File: src/hdl/lpmr_pkg.sv
package lpmr_pkg;

   localparam int HDR_BYTES = 4;
   localparam int PTR_W     = 12;

   typedef enum logic [1:0] {
      ACT_BEGIN_WRITE = 2'd0,
      ACT_WRITE_BYTE  = 2'd1,
      ACT_BEGIN_READ  = 2'd2,
      ACT_READ_BYTE   = 2'd3
   } action_type;

   typedef enum logic [2:0] {
      ST_OK        = 3'd0,
      ST_TOO_LARGE = 3'd1,
      ST_NO_SPACE  = 3'd2,
      ST_BUSY      = 3'd3,
      ST_EMPTY     = 3'd4,
      ST_SMALL     = 3'd5,
      ST_CORRUPT   = 3'd6,
      ST_NO_XFER   = 3'd7
   } status_type;

   // request entry as queued between front and back
   typedef struct packed {
      action_type  action;
      logic [11:0] msg_len;
      logic [7:0]  data_byte;
      logic [11:0] reader_capacity;
   } request_type;

   // result fields
   typedef struct packed {
      status_type  status;
      logic [11:0] length_out;
      logic [7:0]  data_out;
      logic        last;
      logic [11:0] fill_level;
   } result_type;

endpackage

File: src/hdl/lpmr_front.sv
module lpmr_front
   import lpmr_pkg::*;
(
   input  logic        clock,
   input  logic        reset,
   input  logic        req_tvalid,
   output logic        req_tready,
   input  logic [31:0] req_tdata,
   input  logic [1:0]  req_tuser,
   output logic        q_valid,
   input  logic        q_ready,
   output request_type q_data
);

   // two-entry queue
   request_type slot_ff [2];
   logic [1:0]  count_ff, count_in;
   logic        rd_ptr_ff, rd_ptr_in, wr_ptr_ff, wr_ptr_in;
   logic        push, pop;
   request_type req_entry;

   // classify the request: split tdata into its fields
   always_comb begin
      req_entry.action          = action_type'(req_tuser);
      req_entry.msg_len         = req_tdata[11:0];
      req_entry.data_byte       = req_tdata[19:12];
      req_entry.reader_capacity = req_tdata[31:20];
   end

   assign req_tready = (count_ff != 2'd2);
   assign push       = req_tvalid && req_tready;
   assign q_valid    = (count_ff != 2'd0);
   assign pop        = q_valid && q_ready;
   assign q_data     = slot_ff[rd_ptr_ff];

   always_comb begin
      count_in  = count_ff + {1'b0, push} - {1'b0, pop};
      wr_ptr_in = wr_ptr_ff ^ push;
      rd_ptr_in = rd_ptr_ff ^ pop;
   end

   always_ff @(posedge clock) begin
      if (reset) begin
         count_ff  <= '0;
         wr_ptr_ff <= 1'b0;
         rd_ptr_ff <= 1'b0;
      end else begin
         count_ff  <= count_in;
         wr_ptr_ff <= wr_ptr_in;
         rd_ptr_ff <= rd_ptr_in;
      end
   end

   always_ff @(posedge clock) begin
      if (push) begin
         slot_ff[wr_ptr_ff] <= req_entry;
      end
   end

   a_count_max: assert property (@(posedge clock) disable iff (reset)
      count_ff <= 2'd2) else $error("queue count overflow");
   a_no_push_full: assert property (@(posedge clock) disable iff (reset)
      (count_ff == 2'd2) |-> !push) else $error("push into full queue");
   a_pop_nonempty: assert property (@(posedge clock) disable iff (reset)
      pop |-> (count_ff != 2'd0)) else $error("pop from empty queue");

endmodule

File: config.mk
export PLATFORM = sky130hd
export DESIGN_NAME = lpmr_front
export DESIGN_NICKNAME = d
export VERILOG_FILES = /design/src/hdl/lpmr_pkg.sv /design/src/hdl/lpmr_front.sv
export SDC_FILE = /design/constraint.sdc
export NUM_CORES = 1
export LEC_CHECK = 0
export BUFFER_PORTS_ARGS = -buffer_cell sky130_fd_sc_hd__buf_4
export CAP_MARGIN = 30
export CORE_MARGIN = 3
export CORE_UTILIZATION = 51
export CTS_CLUSTER_SIZE = 16
export DETAILED_ROUTE_END_ITERATION = 7
export PLACE_DENSITY = 0.78
export SLEW_MARGIN = 0
export SYNTH_ARGS = -nofsm -noshare
export SYNTH_HDL_FRONTEND = slang
export SYNTH_SLANG_ARGS = --single-unit
File: constraint.sdc
create_clock -name clock -period 3 [get_ports clock]
set_clock_uncertainty 0.2 [all_clocks]
set_input_delay 0.15 -clock clock [delete_from_list [all_inputs] [get_ports clock]]
set_output_delay 0.15 -clock clock [all_outputs]
set_load 0.05 [all_outputs]
---- After elaboration in Yosys (flattened, before gate mapping) ----
Memory sizes are Yosys's and may differ from the RTL's. A register that Yosys moved wholly into a read port is not among the register bits.
Cells that the tools add are included.
storage, ports and cells
  bits in writable memories ............... 68
  input bits .............................. 38
  flip-flop bits (word level) ............. 4
  memories kept ........................... 1
  word-level logic and storage cells ...... 15
  output and inout port bits .............. 36
memory list
  memory   words  width  read ports  clocked after memory_dff  write ports  line              text
  slot_ff  2      34     1           1                         1            lpmr_front.sv:16  request_type slot_ff [2];
operators by class
  muxes and demuxes ....................... 3
  add/subtract/negate cells ............... 2
  bitwise gates (word level) .............. 2
  equal/unequal tests ..................... 1
  reduce and logical (&&, ||, !) cells .... 3
operators by type and width
  operator                                       count
  1-bit 2-to-1 mux                               3
  2-bit by 1-bit adder with 2-bit output         1
  1-bit logical AND                              2
  2-bit inequality test (second input constant)  1
  2-bit nonzero test                             1
  2-bit by 1-bit subtractor with 2-bit output    1
  1-bit bitwise XOR                              2

---- Depth between registers and ports, before layout ----
Gate-level depths: netlist (run 1).
  depth after elaboration ................. 4
  depth in mapped cells ................... 6
  gate-level depth less buffers ........... 6

---- Worst setup path after synthesis (run 1) ----
No wires, ideal clock.
  path type ............................... flip-flop to flip-flop
  start ................................... reg count_ff[0]
  end ..................................... mem slot_ff[0][0] (netlist name), enable pin
  arrival ................................. 1.951 ns
  library setup time ...................... 0.394 ns
  path buffers ............................ 0
  required time ........................... 2.406 ns
  cell stages (with the launch flop) ...... 4
  slack ................................... 0.454 ns
  period minus slack after synthesis ...... 2.546 ns
  cells stage by stage .................... dfxtp_1 > nand2b_1 > and2_1 > ha_1
between the ends
  longest elaborated chain between the ends .. 4
ends and longest elaborated chain
  item                                    line              text
  start, declared                         lpmr_front.sv:17  logic [1:0] count_ff, count_in;
  start signal, assigned                  lpmr_front.sv:48  count_ff <= count_in;
  2-bit inequality test                   lpmr_front.sv:30  assign req_tready = (count_ff != 2'd2);
  via req_tready                          lpmr_front.sv:7   output logic req_tready,
  1-bit logical AND                       lpmr_front.sv:31  assign push = req_tvalid && req_tready;
  1-bit 2-to-1 mux                        lpmr_front.sv:55  if (push) begin
  1-bit 2-to-1 mux (not written as such)  lpmr_front.sv:56  slot_ff[wr_ptr_ff] <= req_entry;
  end, declared                           lpmr_front.sv:16
The timed path passes the listed nets, and every way through them passes these cells.

==> results_dict.tcl, run 1 <==
set metrics [dict create \
    outcome "completed" \
    dp_cells 269 \
    drtIter0Drc 55 \
    grt_pass1_wl_um 8600 \
    hold_class "in -> reg" \
    vias 1583 \
    ys_types 21 \
    drc 0 \
    io_buffers 73 \
    clk_pin_slew_ns 0.07 \
    drtAntennaViolNets 0 \
    root_buffer "clkbuf_8" \
    ys_seq_area_frac 0.791 \
    drive_gt1_frac 0.490 \
    crit_arrival_ns 1.85 \
    grt_max_degree 36 \
    power_density_nw_per_um2 814 \
    drv_cap 0 \
    antenna_found_initial 0 \
    cts_setup_buffers 0 \
    slew_violations 0 \
    leakage_nw 1.46 \
    netlist_area_um2 2680 \
    finalHoldViolCount 0 \
    num_io_pins 74 \
    ys_ff_latch 72 \
    clock_latency_ns 0.33 \
    worst_pin_slew_ns 0.846 \
    final_cells 320 \
    tns_ns 0 \
    row_count 25 \
    htreeDepth 3 \
    grt_use_met2 0.327 \
    crit_path_end_kind "primary output" \
    diodes 0 \
    area_growth_syn_to_layout_pct 43.1 \
    rsz0062_at_grt "false" \
    final_util 0.781 \
    syn_inst 133 \
    wl_per_cell_um 16.9 \
    finalNetCount 288 \
    fp.dieH_um 78.5 \
    gp_congestion 0.672 \
    cts_inserted_buffers 9 \
    setup_viol 0 \
    period_share 0.733 \
    top_usage_layer "met2" \
    clk_path_buf_depth 2 \
    syn_area_per_cell_um2 20.2 \
    start_util 0.546 \
    path_class "reg -> out" \
    maxClockFrequency_mhz 454 \
    syn_nets 173 \
    cts_num_sinks 72 \
    start_kind "flip-flop" \
    finalWirelength_um 5410 \
    ir_drop_v 0.000610 \
    cts_tree "done" \
    mostFrequentLayoutCells "buf_4, edfxtp_1, dlygate4sd3_1" \
    fin_crit_ns 2.20 \
    met1_usage 0.227 \
    core_um2 4910 \
    yosysWarnings 0 \
    cp_max_fo 35 \
    globalRouteMet3Util 0.0459 \
    drt-pass1-iter-count 5 \
    drt-vias-per-instance 4.95 \
    power.total_mw 3.12 \
    dieArea_um2 6160 \
    layout_commonest_cell "buf_4" \
    required_ns 2.65 \
    place_hpwl_um 3170 \
    grt_pass1_vias 1741 \
    grt-ovfl-total 0 \
    grt.total_usage 0.191 \
    die_w_um 78.5 \
    slew_headroom 0.436 \
]
kinds of logic after synthesis:
group | after synthesis | share of synthesized area
flip-flops | 72 | 0.791
multiplexers | 35 | 0.147
AND/OR/NAND/NOR | 13 | 0.0257
AO/OA/AOI/OAI | 5 | 0.0135
buffers and inverters | 5 | 0.00980
adder cells (fa/ha/maj) | 2 | 0.00933
XOR/XNOR | 1 | 0.00327
layer usage:
metal | share of wire | up-vias
met4 | 0.021 | 0
met2 | 0.52 | 71
met3 | 0.057 | 12
met5 | 0 | -
li1 | - | 746
met1 | 0.40 | 754
path summary, 6_finish.rpt:
path | slack (ns) | to | start | cells after the start
hold reg to reg | 0.40 | wr_ptr_ff | wr_ptr_ff | 3
setup / recovery | 0.80 | q_data[25] | rd_ptr_ff | 2
hold / removal | 0.04 | rd_ptr_ff | q_ready | 4
setup reg to reg | 0.83 | slot_ff[0][25] | count_ff[0] | 3
worst max-delay path: stages, from the launching register on:
cell	delay (ns)
dfxtp_2	0.88
mux2_2	0.44
buf_4	0.19
Yosys cell counts (all sizes together):
cell    instances  area [um2]
a21bo           1        10.0
nand3           1        5.00
and2            1        6.26
buf             4        22.5
or2             1        6.26
inv             1        3.75
xor2            1        8.76
dfxtp           4        80.1
ha              2        25.0
nand2b          1        6.26
nor2b           2        12.5
and3            1        6.26
a211oi          1        7.51
a32oi           1        8.76
nor2            5        18.8
edfxtp         68        2040
and2b           1        7.51
mux2           35         394
o21ai           2        10.0
power breakdown:
group / switching [mW] / leakage, nW / internal (mW) / total (mW)
logic: 0.667 / 0.695 / 0.387 / 1.05
registers: 0.0914 / 0.670 / 1.25 / 1.34
clock network: 0.325 / 0.0936 / 0.407 / 0.732
metrics by stage:
stage | cell area (um2) | hold slack (ns) | setup slack (ns)
floorplan | 2680 | 0.0167 | 0.454
global placement | 3300 | 0.135 | 1.02
detailed placement | 3300 | 0.138 | 0.853
CTS | 3840 | 0.0300 | 0.767
global route | 3840 | 0.0592 | 0.691
finish | 3840 | 0.0423 | 0.800
sequential cells by signal, summed over array words and instances (netlist names):
signal / count
count_ff: 2
slot_ff: 68
wr_ptr_ff: 1
rd_ptr_ff: 1
what timing repair did:
item | in CTS | in global routing
hold buffers | 35 | 0
gates resized for setup | 0 | 0
endpoints found under the hold margin | 72 | 0
final cells by class:
class | instances | area [um2]
Sequential cell | 72 | 2120
Fill cell | 265 | 1070
Timing Repair Buffer | 108 | 898
Multi-Input combinational cell | 56 | 537
Clock buffer | 13 | 149
Tap cell | 67 | 83.8
Clock inverter | 3 | 42.5
Inverter | 1 | 3.75
No activity file was read; power rests on OpenSTA's default activity.
==> run 2, diff against run 1 <==
clock period = 2.11 ns   (was 3 ns; I/O delays follow)
==> results_dict.tcl, run 2 (synthesized netlist as in run 1, its figures left out) <==
set metrics [dict create \
    power.total_mw 4.56 \
    cp-startpoint "count_ff[0]" \
    top_regs "slot_ff (68), count_ff (2)" \
    clock_latency_ns 0.33 \
    start_util 0.546 \
    root_buffer "clkbuf_8" \
    place_hpwl_um 3310 \
    vias 1617 \
    drv_cap 0 \
    grt_max_degree 35 \
    outcome "completed" \
    core_um2 4910 \
    crit_path_end_kind "flip-flop" \
    slew_violations 0 \
    clk_path_buf_depth 2 \
    die_w_um 78.5 \
    hold_class "in -> reg" \
    finalHoldViolCount 0 \
    drtIter0Drc 80 \
    num_io_pins 74 \
    tns_ns 0 \
    critical_path.endpoint "slot_ff[0][27]" \
    fin_crit_ns 1.88 \
    finalWirelength_um 5340 \
    ctsResizeCount 0 \
    area_growth_syn_to_layout_pct 45.5 \
    htreeDepth 3 \
    rrSetupSlack_ns 0.23 \
    mostFrequentLayoutCells "buf_4, edfxtp_1, dlygate4sd3_1" \
    period_share 0.891 \
    rr_worst_depth 3 \
    slew_headroom 0.683 \
    worst_pin_slew_ns 0.476 \
    drc 0 \
    layout_commonest_cell "buf_4" \
    start_kind "flip-flop" \
    power_density_nw_per_um2 1170 \
    rsz0062_at_grt "false" \
    fin_hold_ws_ns 0.0836 \
    cts_num_sinks 72 \
    maxClockFrequency_mhz 532 \
    fp.dieH_um 78.5 \
    ir_drop_v 0.000854 \
    setup_viol 0 \
    drt-pass1-iter-count 4 \
    reg2reg_from "count_ff[0]" \
    top_register "slot_ff" \
    clk_pin_slew_ns 0.07 \
    drtAntennaViolNets 0 \
    path_class "reg -> reg" \
    dieArea_um2 6160 \
    grt_pass1_vias 1729 \
    drt-vias-per-instance 5.01 \
    crit_arrival_ns 1.66 \
    gp_congestion 0.672 \
    cp_max_fo 34 \
    wl_per_cell_um 16.5 \
    io_buffers 73 \
    diodes 0 \
    antenna_found_initial 0 \
    grt_pass1_wl_um 8430 \
    reg2reg_to "slot_ff[0][27]" \
    required_ns 1.89 \
    leakage_nw 1.49 \
    drive_gt1_frac 0.492 \
    final_util 0.794 \
    cts_tree "done" \
    finalNetCount 292 \
    row_count 25 \
    grt-ovfl-total 0 \
    largest_register_ffs 68 \
    grt.total_usage 0.188 \
    cts_inserted_buffers 9 \
]
==> run 2: cell count changes in the layout (fill, tap and decap cells not counted), sizes merged <==
cell,before,now
clkinvlp,1,0
clkinv,1,2
clkbuf,13,11
dlygate4sd3,35,36
buf,73,76
bufinv,1,2
==> run 2: per-layer routing <==
layer / global-route usage / wire (um) / vias up
met4: 0.0944 / 144 / 0
met2: 0.314 / 2750 / 72
li1: - / - / 755
met3: 0.0665 / 369 / 14
met5: 0 / 0 / -
met1: 0.214 / 2070 / 776
==> run 2: worst min path at each step <==
stage / cells past startpoint / startpoint / endpoint / slack (ns)
floorplan: 1 / reset / wr_ptr_ff / -0.03
global placement: 1 / req_tdata[10] / slot_ff[1][30] / 0.09
detailed placement: 1 / req_tdata[7] / slot_ff[0][27] / 0.09
CTS: 4 / req_tvalid / count_ff[1] / 0.06
global route: 4 / req_tvalid / wr_ptr_ff / 0.07
finish: 4 / req_tvalid / wr_ptr_ff / 0.08
==> run 2: worst max-delay path: stages, from the launching register on <==
cell and delay, ns:
dfxtp_1 0.47, nand2b_1 0.19, and2_1 0.19, ha_4 0.46
==> run 2: cell type report <==
class                   instances  area (um2)
clock buffers                  11         131
inverters                       1        3.75
well taps                      67        83.8
fillers                       258        1010
flip-flops and latches         72        2120
clock inverters                 4        70.1
repair buffers                112         943
multi-input cells              56         547
==> run 2: what timing repair did <==
action,CTS,global route
setup buffers,0,0
endpoints found under the hold margin,72,0
hold buffers,36,0
==> run 2: power by group <==
part	internal [mW]	switching [mW]	total, mW
Combinational	0.584	1.03	1.61
Sequential	1.77	0.0609	1.83
Clock	0.656	0.460	1.12
==> run 2: through the flow <==
step | setup WS [ns] | instances | area, um2
4_1_cts | 0.222 | 323 | 3900
5_1_grt | 0.170 | 323 | 3900
3_3_place_gp | 0.392 | 272 | 3340
6_report | 0.229 | 323 | 3900
3_5_place_dp | 0.244 | 272 | 3340
2_1_floorplan | 0.0137 | 133 | 2700
==> run 3, diff against run 2 <==
CORE_MARGIN = unset   (was 3)
==> results_dict.tcl, run 3 (synthesized netlist as in run 1, its figures left out) <==
set metrics [dict create \
    ctsResizeCount 0 \
    wl_per_cell_um 15.8 \
    hold_class "in -> reg" \
    final_util 0.777 \
    fin_hold_ws_ns 0.0495 \
    cts_setup_buffers 0 \
    io_buffers 73 \
    power.total_mw 4.71 \
    drv_cap 0 \
    start_kind "flip-flop" \
    place_hpwl_um 3130 \
    clock_latency_ns 0.34 \
    drc 0 \
    dieArea_um2 5550 \
    clk_path_buf_depth 2 \
    grt_max_degree 35 \
    slew_headroom 0.683 \
    grt-ovfl-total 0 \
    power_density_nw_per_um2 1190 \
    slew_violations 0 \
    cp_max_fo 31 \
    cts_inserted_buffers 9 \
    final_cells 326 \
    finalWorstSetupSlack_ns 0.148 \
    crit_arrival_ns 1.66 \
    cpMaxStageDelayCell "dfxtp_1" \
    drt-vias-per-instance 4.83 \
    core_um2 5070 \
    required_ns 1.80 \
    die_w_um 74.5 \
    setup_viol 0 \
    grt_pass1_vias 1680 \
    worst_pin_slew_ns 0.475 \
    start_util 0.528 \
    gp_congestion 0.649 \
    crit_chain "buf_12 > mux2_2 > buf_4" \
    top_regs "slot_ff (68), count_ff (2)" \
    clk_pin_slew_ns 0.07 \
    p_comb_frac 0.340 \
    diodes 0 \
    top_register "slot_ff" \
    path_buf_inv 2 \
    layout_commonest_cell "buf_4" \
    largest_register_ffs 68 \
    grt_pass1_wl_um 7460 \
    period_share 0.930 \
    power.internal_mw 3.14 \
    row_count 26 \
    finalHoldViolCount 0 \
    switching_share 0.333 \
    outcome "completed" \
    finalNetCount 291 \
    cpLargestDelayFamily "flip-flops" \
    path_class "reg -> out" \
    tns_ns 0 \
    htreeDepth 3 \
    dp_slack_ns 0.305 \
    placed_area_um2 3350 \
    cts_tree "done" \
    antenna_found_initial 0 \
    maxClockFrequency_mhz 510 \
    dp_cells 274 \
    p_sw_mw 1.57 \
    drt-pass1-iter-count 4 \
    rsz0062_at_grt "false" \
    p_clk_frac 0.270 \
    cts_num_sinks 72 \
    root_buffer "clkbuf_8" \
    power_frac_seq 0.390 \
    drtAntennaViolNets 0 \
    drtIter0Drc 58 \
    postCtsHoldBufs 36 \
    area_growth_syn_to_layout_pct 47.1 \
    design_area_um2 3940 \
    vias 1574 \
    drive_gt1_frac 0.496 \
    grt.total_usage 0.192 \
    cpPeakStageDelay_ns 0.50 \
    num_io_pins 74 \
    fin_crit_ns 1.96 \
    finalWirelength_um 5150 \
    crit_path_end_kind "primary output" \
    fp.dieH_um 74.5 \
    ir_drop_v 0.000748 \
    mostFrequentLayoutCells "buf_4, edfxtp_1, dlygate4sd3_1" \
    leakage_nw 1.50 \
]
## run 3: area by class of cell
class                   count  area [um2]
flip-flops and latches     72        2120
fillers                   308        1130
repair buffers            111         948
multi-input cells          56         547
clock buffers              10         128
clock inverters             6         108
well taps                  70        87.6
inverters                   1        3.75
## run 3: tightest hold or removal path, delay by kind of cell
family	cells	cell delay, ns
and+or+nand+nor	2	0.20
buffers and inverters	1	0.12
adders and majority gates	1	0.12
## run 3: path summary, 6_finish.rpt
check                                  from  slack (ns)  cells after the start             end
worst min register to register    wr_ptr_ff        0.40                      3       wr_ptr_ff
worst max-delay path              rd_ptr_ff        0.15                      3      q_data[16]
worst max register to register  count_ff[0]        0.28                      3  slot_ff[0][32]
worst min-delay path             req_tvalid        0.05                      4       wr_ptr_ff
## run 3: power by group through the flow
| stage | registers (mW) | clock network (mW) | logic [mW] |
|---|---|---|---|
| after floorplan | 1.83 | 0 | 1.13 |
| after global placement | 1.85 | 0 | 1.52 |
| after detailed placement | 1.87 | 0 | 1.55 |
| after CTS | 1.84 | 1.28 | 1.61 |
| after global routing | 1.85 | 1.33 | 1.67 |
| final | 1.84 | 1.27 | 1.60 |
## run 3: routing by layer
metal,share of wire,vias to the layer above,wire (um),track usage
met2,0.55,41,2850,0.346
li1,-,754,-,-
met4,0.014,0,72,0.0943
met5,0,-,0,0
met3,0.043,7,220,0.0501
met1,0.39,772,2010,0.209
